--- src/rtl/u8u16_pkg.sv ---
package u8u16_pkg;

  // What the decoder hands to the emitter for one finished code point
  typedef enum logic [1:0] {
    KIND_UNIT  = 2'd0,
    KIND_PAIR  = 2'd1,
    KIND_ERROR = 2'd2
  } kind_t;

  typedef struct packed {
    kind_t       kind;
    logic [20:0] code_point;
    logic        eos;
  } entry_t;

  localparam logic [20:0] CP_MAX     = 21'h10FFFF;
  localparam logic [20:0] BMP_MAX    = 21'h00FFFF;
  localparam logic [20:0] SURR_FIRST = 21'h00D800;
  localparam logic [20:0] SURR_LAST  = 21'h00DFFF;
  localparam logic [20:0] PAIR_BASE  = 21'h010000;

  // Upper six bits of high and low surrogates (0xD800 and 0xDC00)
  localparam logic [5:0] HI_SURR_TAG = 6'b110110;
  localparam logic [5:0] LO_SURR_TAG = 6'b110111;

  // Continuation byte marker in the top two bits
  localparam logic [1:0] CONT_TAG = 2'b10;

endpackage

--- src/rtl/utf8_to_utf16_transcoder.sv ---
// Channel   Direction  Handshake            Word
// in_       input      in_valid/in_stall    in_byte[7:0], in_end_of_string
// out_      output     out_valid/out_stall  out_code_unit[15:0], out_error,
//                                           out_run_last, out_string_done
//
// One byte is taken per cycle while in_stall is low; the decoder finishes a
// byte in the cycle it is accepted; its word goes through the queue and then
// the output register, which sends one word per cycle while out_stall is low.
// Reset (rst_n low, synchronous) clears the decoder state, the queue and the
// output register. in_stall rises only when the QUEUE_DEPTH-entry queue
// between decoder and emitter is full; out_stall holds the output word.
module utf8_to_utf16_transcoder
  import u8u16_pkg::*;
#(
  parameter int QUEUE_DEPTH = 4
) (
  input  logic        clk,
  input  logic        rst_n,
  input  logic        in_valid,
  output logic        in_stall,
  input  logic [7:0]  in_byte,
  input  logic        in_end_of_string,
  output logic        out_valid,
  input  logic        out_stall,
  output logic [15:0] out_code_unit,
  output logic        out_error,
  output logic        out_run_last,
  output logic        out_string_done
);

  logic   push, q_full, pop, q_empty;
  entry_t push_entry, pop_entry;

  u8u16_front u_front (
    .clk              (clk),
    .rst_n            (rst_n),
    .in_valid         (in_valid),
    .in_stall         (in_stall),
    .in_byte          (in_byte),
    .in_end_of_string (in_end_of_string),
    .q_full           (q_full),
    .push             (push),
    .push_entry       (push_entry)
  );

  u8u16_queue #(
    .DEPTH (QUEUE_DEPTH)
  ) u_queue (
    .clk        (clk),
    .rst_n      (rst_n),
    .push       (push),
    .push_entry (push_entry),
    .full       (q_full),
    .pop        (pop),
    .pop_entry  (pop_entry),
    .empty      (q_empty)
  );

  u8u16_back u_back (
    .clk             (clk),
    .rst_n           (rst_n),
    .q_empty         (q_empty),
    .q_entry         (pop_entry),
    .pop             (pop),
    .out_valid       (out_valid),
    .out_stall       (out_stall),
    .out_code_unit   (out_code_unit),
    .out_error       (out_error),
    .out_run_last    (out_run_last),
    .out_string_done (out_string_done)
  );

endmodule

--- src/rtl/u8u16_front.sv ---
module u8u16_front
  import u8u16_pkg::*;
(
  input  logic       clk,
  input  logic       rst_n,
  input  logic       in_valid,
  output logic       in_stall,
  input  logic [7:0] in_byte,
  input  logic       in_end_of_string,
  input  logic       q_full,
  output logic       push,
  output entry_t     push_entry
);

  logic [20:0] cp_r, cp_nxt, cp_work;
  logic [1:0]  rem_r, rem_nxt, rem_work;
  logic        skip_r, skip_nxt;
  logic        accept;
  logic        err;

  assign in_stall = q_full;
  assign accept   = in_valid && !q_full;

  // Decode one byte, update the gathered code point, classify the result
  always_comb begin
    cp_nxt     = cp_r;
    rem_nxt    = rem_r;
    skip_nxt   = skip_r;
    cp_work    = cp_r;
    rem_work   = rem_r;
    err        = 1'b0;
    push       = 1'b0;
    push_entry = '{kind: KIND_UNIT, code_point: cp_r, eos: in_end_of_string};
    if (accept) begin
      if (skip_r) begin
        if (in_end_of_string) skip_nxt = 1'b0;
      end else begin
        if (rem_r == 2'd0) begin
          case (in_byte) inside
            [8'h00:8'h7F]: begin
              cp_work  = {13'd0, in_byte};
              rem_work = 2'd0;
            end
            [8'hC0:8'hDF]: begin
              cp_work  = {16'd0, in_byte[4:0]};
              rem_work = 2'd1;
            end
            [8'hE0:8'hEF]: begin
              cp_work  = {17'd0, in_byte[3:0]};
              rem_work = 2'd2;
            end
            [8'hF0:8'hF7]: begin
              cp_work  = {18'd0, in_byte[2:0]};
              rem_work = 2'd3;
            end
            default: err = 1'b1;
          endcase
        end else if (in_byte[7:6] != CONT_TAG) begin
          err = 1'b1;
        end else begin
          cp_work  = {cp_r[14:0], in_byte[5:0]};
          rem_work = rem_r - 2'd1;
        end

        if (!err) begin
          if (rem_work != 2'd0) begin
            // sequence still open; a string end here is truncation
            if (in_end_of_string) begin
              err = 1'b1;
            end else begin
              cp_nxt  = cp_work;
              rem_nxt = rem_work;
            end
          end else begin
            cp_nxt  = '0;
            rem_nxt = 2'd0;
            if ((cp_work >= SURR_FIRST && cp_work <= SURR_LAST) || cp_work > CP_MAX) begin
              err = 1'b1;
            end else begin
              push                  = 1'b1;
              push_entry.kind       = (cp_work > BMP_MAX) ? KIND_PAIR : KIND_UNIT;
              push_entry.code_point = cp_work;
            end
          end
        end

        if (err) begin
          cp_nxt                = '0;
          rem_nxt               = 2'd0;
          skip_nxt              = !in_end_of_string;
          push                  = 1'b1;
          push_entry.kind       = KIND_ERROR;
          push_entry.code_point = '0;
        end
      end
    end
  end

  // Decoder state
  always_ff @(posedge clk) begin
    if (!rst_n) begin
      cp_r   <= '0;
      rem_r  <= 2'd0;
      skip_r <= 1'b0;
    end else begin
      cp_r   <= cp_nxt;
      rem_r  <= rem_nxt;
      skip_r <= skip_nxt;
    end
  end

endmodule

--- src/rtl/u8u16_queue.sv ---
module u8u16_queue
  import u8u16_pkg::*;
#(
  parameter int DEPTH = 4
) (
  input  logic   clk,
  input  logic   rst_n,
  input  logic   push,
  input  entry_t push_entry,
  output logic   full,
  input  logic   pop,
  output entry_t pop_entry,
  output logic   empty
);

  localparam int PW = (DEPTH > 1) ? $clog2(DEPTH) : 1;
  localparam int CW = $clog2(DEPTH + 1);
  localparam logic [PW-1:0] LAST_PTR = PW'(DEPTH - 1);
  localparam logic [CW-1:0] FULL_CNT = CW'(DEPTH);

  entry_t        mem [DEPTH];
  logic [PW-1:0] wr_ptr_r, wr_ptr_nxt;
  logic [PW-1:0] rd_ptr_r, rd_ptr_nxt;
  logic [CW-1:0] count_r, count_nxt;
  logic          do_push, do_pop;

  assign full      = (count_r == FULL_CNT);
  assign empty     = (count_r == '0);
  assign do_push   = push && !full;
  assign do_pop    = pop && !empty;
  assign pop_entry = mem[rd_ptr_r];

  // Pointer and fill count
  always_comb begin
    wr_ptr_nxt = wr_ptr_r;
    rd_ptr_nxt = rd_ptr_r;
    count_nxt  = count_r;
    if (do_push) wr_ptr_nxt = (wr_ptr_r == LAST_PTR) ? '0 : wr_ptr_r + PW'(1);
    if (do_pop)  rd_ptr_nxt = (rd_ptr_r == LAST_PTR) ? '0 : rd_ptr_r + PW'(1);
    if (do_push && !do_pop)      count_nxt = count_r + CW'(1);
    else if (!do_push && do_pop) count_nxt = count_r - CW'(1);
  end

  always_ff @(posedge clk) begin
    if (!rst_n) begin
      wr_ptr_r <= '0;
      rd_ptr_r <= '0;
      count_r  <= '0;
    end else begin
      wr_ptr_r <= wr_ptr_nxt;
      rd_ptr_r <= rd_ptr_nxt;
      count_r  <= count_nxt;
    end
  end

  // Entry storage
  always_ff @(posedge clk) begin
    if (do_push) mem[wr_ptr_r] <= push_entry;
  end

endmodule

--- src/rtl/u8u16_back.sv ---
module u8u16_back
  import u8u16_pkg::*;
(
  input  logic        clk,
  input  logic        rst_n,
  input  logic        q_empty,
  input  entry_t      q_entry,
  output logic        pop,
  output logic        out_valid,
  input  logic        out_stall,
  output logic [15:0] out_code_unit,
  output logic        out_error,
  output logic        out_run_last,
  output logic        out_string_done
);

  logic        out_valid_r, out_valid_nxt;
  logic [15:0] unit_r, unit_nxt;
  logic        error_r, error_nxt;
  logic        last_r, last_nxt;
  logic        done_r, done_nxt;
  logic        pend_r, pend_nxt;
  logic [15:0] pend_unit_r, pend_unit_nxt;
  logic        pend_done_r, pend_done_nxt;
  logic        out_free;
  logic [20:0] offset;

  assign out_free = !out_valid_r || !out_stall;
  assign pop      = out_free && !pend_r && !q_empty;
  assign offset   = q_entry.code_point - PAIR_BASE;

  // Output word select: pending low surrogate first, then the queue head
  always_comb begin
    out_valid_nxt = out_valid_r;
    unit_nxt      = unit_r;
    error_nxt     = error_r;
    last_nxt      = last_r;
    done_nxt      = done_r;
    pend_nxt      = pend_r;
    pend_unit_nxt = pend_unit_r;
    pend_done_nxt = pend_done_r;
    if (out_free) begin
      if (pend_r) begin
        out_valid_nxt = 1'b1;
        unit_nxt      = pend_unit_r;
        error_nxt     = 1'b0;
        last_nxt      = 1'b1;
        done_nxt      = pend_done_r;
        pend_nxt      = 1'b0;
      end else if (!q_empty) begin
        out_valid_nxt = 1'b1;
        case (q_entry.kind)
          KIND_UNIT: begin
            unit_nxt  = q_entry.code_point[15:0];
            error_nxt = 1'b0;
            last_nxt  = 1'b1;
            done_nxt  = q_entry.eos;
          end
          KIND_PAIR: begin
            unit_nxt      = {HI_SURR_TAG, offset[19:10]};
            error_nxt     = 1'b0;
            last_nxt      = 1'b0;
            done_nxt      = 1'b0;
            pend_nxt      = 1'b1;
            pend_unit_nxt = {LO_SURR_TAG, offset[9:0]};
            pend_done_nxt = q_entry.eos;
          end
          default: begin
            unit_nxt  = '0;
            error_nxt = 1'b1;
            last_nxt  = 1'b1;
            done_nxt  = 1'b1;
          end
        endcase
      end else begin
        out_valid_nxt = 1'b0;
      end
    end
  end

  // Control
  always_ff @(posedge clk) begin
    if (!rst_n) begin
      out_valid_r <= 1'b0;
      pend_r      <= 1'b0;
    end else begin
      out_valid_r <= out_valid_nxt;
      pend_r      <= pend_nxt;
    end
  end

  // Payload
  always_ff @(posedge clk) begin
    unit_r      <= unit_nxt;
    error_r     <= error_nxt;
    last_r      <= last_nxt;
    done_r      <= done_nxt;
    pend_unit_r <= pend_unit_nxt;
    pend_done_r <= pend_done_nxt;
  end

  assign out_valid       = out_valid_r;
  assign out_code_unit   = unit_r;
  assign out_error       = error_r;
  assign out_run_last    = last_r;
  assign out_string_done = done_r;

endmodule

--- config.mk ---
export PLATFORM = sky130hd
export DESIGN_NAME = utf8_to_utf16_transcoder
export DESIGN_NICKNAME = d
export VERILOG_FILES = /design/src/rtl/u8u16_pkg.sv /design/src/rtl/utf8_to_utf16_transcoder.sv /design/src/rtl/u8u16_front.sv /design/src/rtl/u8u16_queue.sv /design/src/rtl/u8u16_back.sv
export SDC_FILE = /design/constraint.sdc
export NUM_CORES = 1
export LEC_CHECK = 0
export ABC_CLOCK_PERIOD_IN_PS = 4400
export BUFFER_PORTS_ARGS = -buffer_cell sky130_fd_sc_hd__buf_2
export CAP_MARGIN = 20
export CORE_ASPECT_RATIO = 1.1
export CORE_MARGIN = 4
export CORE_UTILIZATION = 50
export DETAILED_ROUTE_END_ITERATION = 10
export GPL_ROUTABILITY_DRIVEN = 0
export PLACE_DENSITY = 0.67
export SLEW_MARGIN = 5
export SYNTH_ARGS = -nofsm -noshare
export SYNTH_HDL_FRONTEND = slang
export SYNTH_HIERARCHICAL = 1
export SYNTH_SLANG_ARGS = --single-unit
--- constraint.sdc ---
create_clock -name clk -period 4.4 [get_ports clk]
set_input_delay 1.32 -clock clk [delete_from_list [all_inputs] [get_ports clk]]
set_output_delay 1.32 -clock clk [all_outputs]
set_load 0.01 [all_outputs]
-- Word level (Yosys, flattened, before mapping)
Memories as Yosys holds them, arrays and structs flattened. A register that Yosys moved wholly into a read port is not among the register bits.
Index checks and enable logic that the tools add are counted.
- bits in registers: 63
- RAM bits: 96
- bits of input ports: 13
- output and inout port bits: 21
- memories kept: 1
- memories (memory ; depth ; width ; read ports ; clocked after memory_dff ; write ports ; line ; text):
    u_queue.mem ; 4 ; 24 ; 1 ; 1 ; 1 ; u8u16_queue.sv:21 ; entry_t mem [DEPTH];
- add/subtract/negate cells: 6
- $lt $le $gt $ge: 12
- equal/unequal tests: 8
- multiplexer cells: 77
- bitwise logic cells: 3
- reduce and logical (&&, ||, !) cells: 31
- operators with widths (operator ; count):
    $mux W21 ; 12
    $mux W23 ; 6
    $mux W1 ; 37
    $mux W2 ; 16
    $pmux W16 S2 ; 1
    $ge A8 B8 Y1 const B ; 3
    $le A8 B8 Y1 const B ; 3
    $ge A21 B16 Y1 const B ; 1
    $gt A21 B16 Y1 const B ; 1
    $gt A21 B21 Y1 const B ; 1
    $le A21 B16 Y1 const B ; 1
    $sub A20 B17 Y20 const B ; 1
    $mux W16 ; 1
    $logic_and A1 B1 Y1 ; 12
    $mux W10 ; 1
    $ge A8 B1 Y1 const B ; 1
    $le A8 B7 Y1 const B ; 1
    $logic_not A1 Y1 ; 8
    $reduce_and A4 Y1 ; 2
    $mux W3 ; 2
    $ne A2 B2 Y1 const B ; 3
    $add A2 B1 Y2 const B ; 2
    $eq A2 B2 Y1 const B ; 2
    $logic_not A2 Y1 ; 2
    other kinds (13) ; 17

-- Logic depth before layout (Yosys ltp)
Gate-level depths: netlist of the first run.
- depth in word-level cells: 25
- mapped depth: 17

-- Cells and area by module
Netlist of the first run, hierarchy kept.
- by module, submodules not included (module ; instances ; cells each ; area an instance (um^2) ; seq. area each (um^2)):
    u8u16_queue ; 1 ; 177 ; 3966.3 ; 3062.9
    u8u16_front ; 1 ; 193 ; 1679.1 ; 480.5
    u8u16_back ; 1 ; 103 ; 1368.8 ; 940.9

-- Least setup slack after synthesis of the first run
OpenSTA, ideal clock, no wires.
- kind: input-to-reg
- from: input in_byte[6]
- to: register u_queue.count_r[2]
- library setup time: 0.076 ns
- arrival: 3.931 ns
- data required time: 4.324 ns
- setup slack: 0.393 ns
- cell stages on the path: 16
- buffers on the path: 3
- cells stage by stage: buf_6 > nor3b_2 > nor2_2 > a221oi_4 > nor2_2 > o31ai_4 > buf_6 > inv_2 > nor2b_1 > buf_2 > ha_1 > inv_1 > fa_1 > xor2_1 > or3_1 > a21boi_0
- longest elaborated chain between the ends: 24
- ends and longest elaborated chain (item ; line ; text):
    start: declaration ; utf8_to_utf16_transcoder.sv:21 ; input logic [7:0] in_byte,
    $ge A8 B8 Y1 (no source line) / $le A8 B8 Y1 (equally long branches) ; - ;
    $logic_and A1 B1 Y1 (no source line) ; - ;
    $mux W21 (4 in series) ; u8u16_front.sv:39 ; case (in_byte) inside
    $mux W21 ; u8u16_front.sv:38 ; if (rem_r == 2'd0) begin
    $mux W21 ; u8u16_front.sv:35 ; if (skip_r) begin
    $mux W21 ; u8u16_front.sv:34 ; if (accept) begin
    $ge A21 B16 Y1 / $le A21 B16 Y1 (equally long branches) ; u8u16_front.sv:77 ; if ((cp_work >= SURR_FIRST && cp_work <= SURR_LAST) || cp_work > CP_MAX) begin
    $logic_and A1 B1 Y1 ; u8u16_front.sv:77 ;
    [7 not listed] ; - ;
    $mux W1 (*) ; u8u16_front.sv:35 ;
    $mux W1 (*) ; u8u16_front.sv:34 ;
    net push ; utf8_to_utf16_transcoder.sv:31 ; logic push, q_full, pop, q_empty;
    $logic_and A1 B1 Y1 (*) ; u8u16_queue.sv:29 ; assign do_push = push && !full;
    net u_queue.do_push ; u8u16_queue.sv:25 ; logic do_push, do_pop;
    $logic_not A1 Y1 ; u8u16_queue.sv:41 ; else if (!do_push && do_pop) count_nxt = count_r - CW'(1);
    $logic_and A1 B1 Y1 ; u8u16_queue.sv:41 ;
    $reduce_bool A2 Y1 (no source line) ; - ;
    end signal: assignment ; u8u16_queue.sv:52 ; count_r <= count_nxt;
    end: declaration ; u8u16_queue.sv:24 ; logic [CW-1:0] count_r, count_nxt;
The timed path passes the listed nets; every way through them passes the cells marked *. The select of a mux whose other input is x is not followed.
A chain may end at the register's enable or synchronous reset.

-- Worst setup path in the final report of the first run
- from: input in_byte[5]
- to: register u_queue.count_r[2]
- longest elaborated chain between the ends: 24
- ends and longest elaborated chain (item ; line ; text):
    $ge A8 B8 Y1 (no source line) / $le A8 B8 Y1 (equally long branches) ; - ;
    $logic_and A1 B1 Y1 (no source line) ; - ;
    $mux W21 (4 in series) ; u8u16_front.sv:39 ;
    $mux W21 ; u8u16_front.sv:38 ;
    $mux W21 ; u8u16_front.sv:35 ;
    $mux W21 ; u8u16_front.sv:34 ;
    $ge A21 B16 Y1 / $le A21 B16 Y1 (equally long branches) ; u8u16_front.sv:77 ;
    $logic_and A1 B1 Y1 ; u8u16_front.sv:77 ;
    [6 not listed] ; - ;
    $mux W1 (*) ; u8u16_front.sv:87 ; if (err) begin
    $mux W1 (*) ; u8u16_front.sv:35 ;
    $mux W1 (*) ; u8u16_front.sv:34 ;
    net push ; utf8_to_utf16_transcoder.sv:31 ;
    $logic_and A1 B1 Y1 (*) ; u8u16_queue.sv:29 ;
    $logic_not A1 Y1 ; u8u16_queue.sv:41 ;
    $logic_and A1 B1 Y1 ; u8u16_queue.sv:41 ;
    $reduce_bool A2 Y1 (no source line) ; - ;
Marked as above.

==> impl_metrics.yaml, run 1 <==
run_status:
  run_status: "finished clean"
worst_setup_path:
  library_cell_contributing_the_largest_single_delay_on_the_critical_path: "sky130_fd_sc_hd__a21boi_0"
  critPathMaxFanout: 7
  slowest_delay_ns: 0.42
  cp.buffers_inverters: 3
  critPathTopFamily: "simple AND/OR/NAND/NOR gates"
  critPathRequiredTime_ns: 4.75
  timing_worst_setup_path_type: "in -> reg"
  cp-start-kind: "primary input"
  endpoint_kind: "flip-flop"
  critPathArrivalTime_ns: 4.17
  timing.critical_path.cells: "buf_2 > nand2b_1 > a21boi_0 > a221oi_4 > nor2_2 > o31ai_4 > inv_2 > nor2b_1 > ha_1 > inv_1 > fa_1 > xor2_1 > or3_1 > a21boi_0"
  worst_path_most_repeated_cell: "sky130_fd_sc_hd__a21boi_0"
clock_network:
  cts-hold-fix-buffers: 0
  tritoncts.num_buffers: 17
  postCtsSetupRepairBufs: 0
  clkSlewWorstSetupHoldPaths_ns: 0.06
  cts.repair.resized: 0
  clock_sinks: 157
  cts_buffer_depth: 2
  worstSkewPairLatency_ns: 0.42
  cts.root.buffer_cell: "sky130_fd_sc_hd__clkbuf_16"
  cts_tree: "yes"
  htree_levels: 4
sta:
  final-setup-viol-count: 0
  worst_clock_skew_ns: 0.00681
  grt_setup_unrepaired: "no"
  report.final.slew_viol_count: 0
  final_period_demand_of_the_worst_path_ns: 3.82
  clock.fmax_ghz: 0.262
  relSlewSlack_pct: 36.5
  post-route-period-util_pct: 86.8
  setup-tns-final_ns: 0
  report.final.hold_viol_count: 0
  worst_slew_pin_tran_ns: 0.952
logic_synthesis:
  synth.yosys.warnings: 6
  mappedNetlistNets: 488
  postSynthAreaPerCell_um2: 14.7
  synthCells: 466
  post_synth_instance_area_um2: 6850
floorplanning:
  io_pins: 34
  area_of_the_die_um2: 15600
  initial_utilization_pct: 51.4
  core.rowCount: 44
  fp.coreArea_um2: 13300
  die_width_um: 120
  height_of_the_die_um: 131
power:
  leakagePower_nw: 2.64
  power_density_nw_per_um2: 593
  worst_ir_drop_vdd_v: 0.000234
detailed_routing:
  detail_route.wl_per_cell_um: 17.9
  num_vias: 3897
  dr.pass1.iters: 5
  detailedRoute.firstIterationViolations: 286
  antenna_left: 0
  drt-vias-per-instance: 5.64
  routed_wirelength_um: 12400
  drc: 0
worst_hold_path:
  hold_path.class: "reg -> reg"
global_route:
  maximum_number_of_pins_on_one_net_before_global_route_repair: 41
  leftover_overflow_at_the_end_of_global_routing: 0
  grt_antenna_before_repair: 0
  vias_in_the_first_global_route: 3943
  grt_util_all_layers_pct: 17.2
  grt_pass1_wl_um: 20600
final_layout:
  num-nets-final: 516
  areaGrowthSynthToFinish_pct: 12.0
  post_route_cells_drive_above_1_share_pct: 21.9
  insertedDiodeCount: 0
  final_core_utilization_pct: 57.6
  layout.filler_cells: 1084
placement:
  port_buffers: 33
  detailed_place_hpwl_um: 8310
job:
  drv_cap: 0
## path summary, 6_finish.rpt
check                                 startpoint                  to  slack, ns  depth (start not counted)
worst max-delay path                  in_byte[5]  u_queue/count_r[2]       0.58                         14
worst min-delay path            u_front/cp_r[20]    u_front/cp_r[20]       0.47                          2
worst max register to register  u_front/rem_r[0]  u_queue/count_r[2]       0.76                         14
worst min register to register  u_front/cp_r[20]    u_front/cp_r[20]       0.47                          2
## through the flow
stage / hold slack [ns] / total power, mW / instance area, um2 / cells / setup WS, ns
4_1_cts: 0.470 / 4.61 / 7670 / 690 / 0.604
3_5_place_dp: 0.462 / 3.22 / 7110 / 658 / 0.150
5_1_grt: 0.498 / 4.81 / 7680 / 691 / 0.325
3_3_place_gp: 0.459 / 3.18 / 7110 / 658 / 0.300
2_1_floorplan: 0.438 / 2.94 / 6850 / 466 / 0.393
6_report: 0.474 / 4.55 / 7680 / 691 / 0.581
## flip-flops by register name, indices dropped and copies added, names as in the netlist, 2 cells and up, named ones only
signal                count
u_queue/wr_ptr_r          2
u_back/out_code_unit     16
u_front/cp_r             21
u_front/rem_r             2
u_queue/count_r           3
u_queue/rd_ptr_r          2
u_back/pend_unit_r       10
u_queue/mem              92
## per-layer routing
metal	global-route usage, %	share of wire [%]	wire length, um
met1	22.0	45	5530
met2	28.2	50	6190
met3	4.30	4.1	510
met4	7.82	1.3	167
met5	0	0	0
## layout by cell type, fill, tap and decap left out, drive strengths merged, types with 4 or more instances in the layout
master and n:
edfxtp 122, buf 43, dfxtp 35, nand2 32, mux4 23, o21ai 23
nor2b 22, nor2 20, clkbuf 18, a22o 17, a32oi 16, inv 16
mux2i 12, nand3 12, ha 8, a21oi 7, and2 6, a32o 5
a21boi 5, clkinv 5, and3 4, o21bai 4, nor4 4
## cell type report
class,instances,area [um2],area share [%]
sequential,157,4360,56.8
inverter,9,33.8,0.440
clock inverter,14,133,1.73
clock buffer,18,429,5.59
tap,184,230,3.00
timing repair buffer,43,240,3.13
multi-input combinational,266,2250,29.3
## where the power goes
| group | switching (mW) | total [mW] | leakage (nW) | internal [mW] |
|---|---|---|---|---|
| registers | 0.0919 | 2.05 | 1.42 | 1.96 |
| clock network | 0.595 | 1.38 | 0.276 | 0.789 |
| logic | 0.661 | 1.12 | 0.943 | 0.459 |
## worst reg2reg max path: cells and delay by family, from the launching register on
family | cells | cell delay [ns]
xor gates and xnor gates | 1 | 0.16
DFF | 1 | 0.33
buffers and inverters | 3 | 0.20
AOI/OAI and AO/OA | 4 | 0.85
adders and majority gates | 3 | 1.15
and+or+nand+nor | 3 | 0.90
Note: power is estimated with default switching activity, not from simulation.
==> run 2, diff against run 1 <==
CORE_MARGIN = default   (was 4)
PLACE_DENSITY = 0.7   (was 0.67)
==> run 2 against run 1 <==
  * Register-to-register slack better by 0.15 ns
  * Non-clock buffer count up 1
  * Clock skew is 0.00085 ns higher
  * Via count is 2.6% higher
==> impl_metrics.yaml, run 2 (synthesis results as in run 1) <==
run_status:
  run_status: "finished clean"
worst_setup_path:
  cp-start-kind: "primary input"
  rrSetupSlack_ns: 0.91
  critPathMaxFanout: 9
  endpoint_kind: "flip-flop"
  reg2regPathDepth: 15
  timing.rr.end: "u_queue/count_r[2]"
  critPathArrivalTime_ns: 4.03
  timing_worst_setup_path_type: "in -> reg"
  critPathRequiredTime_ns: 4.73
  crit-reg2reg-launch: "u_front/rem_r[0]"
detailed_routing:
  drt-vias-per-instance: 5.78
  drc: 0
  detail_route.wl_per_cell_um: 18.4
  dr.pass1.iters: 7
  antenna_left: 0
  detailedRoute.firstIterationViolations: 247
  routed_wirelength_um: 12700
  num_vias: 3997
power:
  cellInternalPower_mw: 3.25
  worst_ir_drop_vdd_v: 0.000201
  switching_share_pct: 28.7
  leakagePower_nw: 2.64
  seq_power_share_pct: 45.2
  power.switching_mw: 1.31
  combinationalPowerShare_pct: 24.7
  power_density_nw_per_um2: 594
  report.power.total_mw: 4.56
  power.clock.fraction_pct: 30.1
global_route:
  grt_pass1_wl_um: 20500
  grt_util_all_layers_pct: 19.4
  maximum_number_of_pins_on_one_net_before_global_route_repair: 41
  leftover_overflow_at_the_end_of_global_routing: 0
  vias_in_the_first_global_route: 3900
  grt_antenna_before_repair: 0
final_layout:
  finalInstanceArea_um2: 7680
  layout.cells.most_common: "sky130_fd_sc_hd__edfxtp_1"
  post_route_cells_drive_above_1_share_pct: 21.5
  register_containing_the_most_flip_flops_in_the_final_layout: "u_queue/mem"
  num-nets-final: 517
  final_core_utilization_pct: 57.9
  layout.cells.most_common_list: "sky130_fd_sc_hd__edfxtp_1, sky130_fd_sc_hd__dfxtp_1, sky130_fd_sc_hd__buf_2"
  finish.cell_count_without_fillers: 691
  insertedDiodeCount: 0
  largest_reg_flops: 92
  layout.filler_cells: 1023
  areaGrowthSynthToFinish_pct: 12.0
clock_network:
  clkSlewWorstSetupHoldPaths_ns: 0.06
  clock_sinks: 157
  cts.repair.resized: 0
  cts_tree: "yes"
  htree_levels: 4
  worstSkewPairLatency_ns: 0.42
  tritoncts.num_buffers: 17
  cts_buffer_depth: 2
  cts.root.buffer_cell: "sky130_fd_sc_hd__clkbuf_16"
  postCtsSetupRepairBufs: 0
  cts-hold-fix-buffers: 0
floorplanning:
  area_of_the_die_um2: 14200
  die_width_um: 114
  initial_utilization_pct: 51.7
  io_pins: 34
  height_of_the_die_um: 125
  core.rowCount: 44
  fp.coreArea_um2: 13300
job:
  drv_cap: 0
sta:
  worst_slew_pin_tran_ns: 0.922
  final-setup-viol-count: 0
  setup-tns-final_ns: 0
  worst_clock_skew_ns: 0.00765
  final_period_demand_of_the_worst_path_ns: 3.70
  post-route-period-util_pct: 84.0
  report.final.hold_viol_count: 0
  final_critical_path_setup_slack_ns: 0.704
  relSlewSlack_pct: 38.3
  hold-worst-slack_ns: 0.459
  grt_setup_unrepaired: "no"
  clock.fmax_ghz: 0.271
  report.final.slew_viol_count: 0
placement:
  postPlaceCellArea_um2: 7110
  port_buffers: 33
  dp_worst_setup_slack_ns: 0.255
  placedCellCount: 659
  detailed_place_hpwl_um: 8280
worst_hold_path:
  hold_path_startpoint: "u_front/cp_r[20]"
  hold-path-endpoint: "u_front/cp_r[20]"
  worst_hold_path_depth: 2
  hold_path.class: "reg -> reg"
==> run 2: cell types whose count changed in the layout (fill, tap and decap cells not counted), sizes merged <==
cell,before,now
clkinvlp,1,3
clkbuf,18,20
bufinv,1,2
inv,16,9
clkinv,5,7
==> run 2: power by group through the flow <==
stage	sequential [mW]	clock (mW)	combinational [mW]
CTS	2.06	1.40	1.14
global placement	2.08	0	1.11
floorplan	2.11	0	0.828
detailed placement	2.09	0	1.13
finish	2.06	1.38	1.13
global route	2.09	1.45	1.24
==> run 2: how the worst max path moves through the flow <==
| stage | start | to | slack [ns] |
|---|---|---|---|
| after CTS | in_byte[6] | u_queue/count_r[2] | 0.70 |
| after global placement | in_byte[6] | u_queue/count_r[2] | 0.42 |
| final | in_byte[6] | u_queue/count_r[2] | 0.70 |
| after detailed placement | in_byte[6] | u_queue/count_r[2] | 0.25 |
| after floorplan | in_byte[6] | u_queue/count_r[2] | 0.39 |
| after global routing | in_byte[6] | u_queue/count_r[2] | 0.48 |
==> run 2: final cells by class <==
type / instances / area [um2] / share of cell area [%]
repair buffers: 44 / 248 / 3.23
multi-input cells: 266 / 2240 / 29.2
well taps: 184 / 230 / 3.00
clock buffers: 19 / 433 / 5.64
clock inverters: 12 / 124 / 1.61
flip-flops and latches: 157 / 4360 / 56.9
inverters: 9 / 33.8 / 0.440
==> run 2: worst max-delay path: stages <==
cell and delay, ns:
sky130_fd_sc_hd__buf_2 0.15, sky130_fd_sc_hd__nand2b_1 0.26, sky130_fd_sc_hd__xnor2_1 0.21, sky130_fd_sc_hd__o32ai_2 0.16
sky130_fd_sc_hd__nor2_2 0.25, sky130_fd_sc_hd__o31ai_4 0.08, sky130_fd_sc_hd__inv_2 0.06, sky130_fd_sc_hd__nor2b_1 0.22
sky130_fd_sc_hd__ha_1 0.22, sky130_fd_sc_hd__inv_1 0.06, sky130_fd_sc_hd__fa_1 0.37, sky130_fd_sc_hd__xor2_1 0.15
sky130_fd_sc_hd__or3_1 0.30, sky130_fd_sc_hd__a21boi_0 0.21
==> run 2: layer usage <==
layer	global-route usage (%)	routed length (um)	up-vias
met5	0	0	-
met4	7.43	284	0
met3	4.91	475	21
met2	31.8	6360	95
met1	24.7	5560	2008
li1	-	-	1873
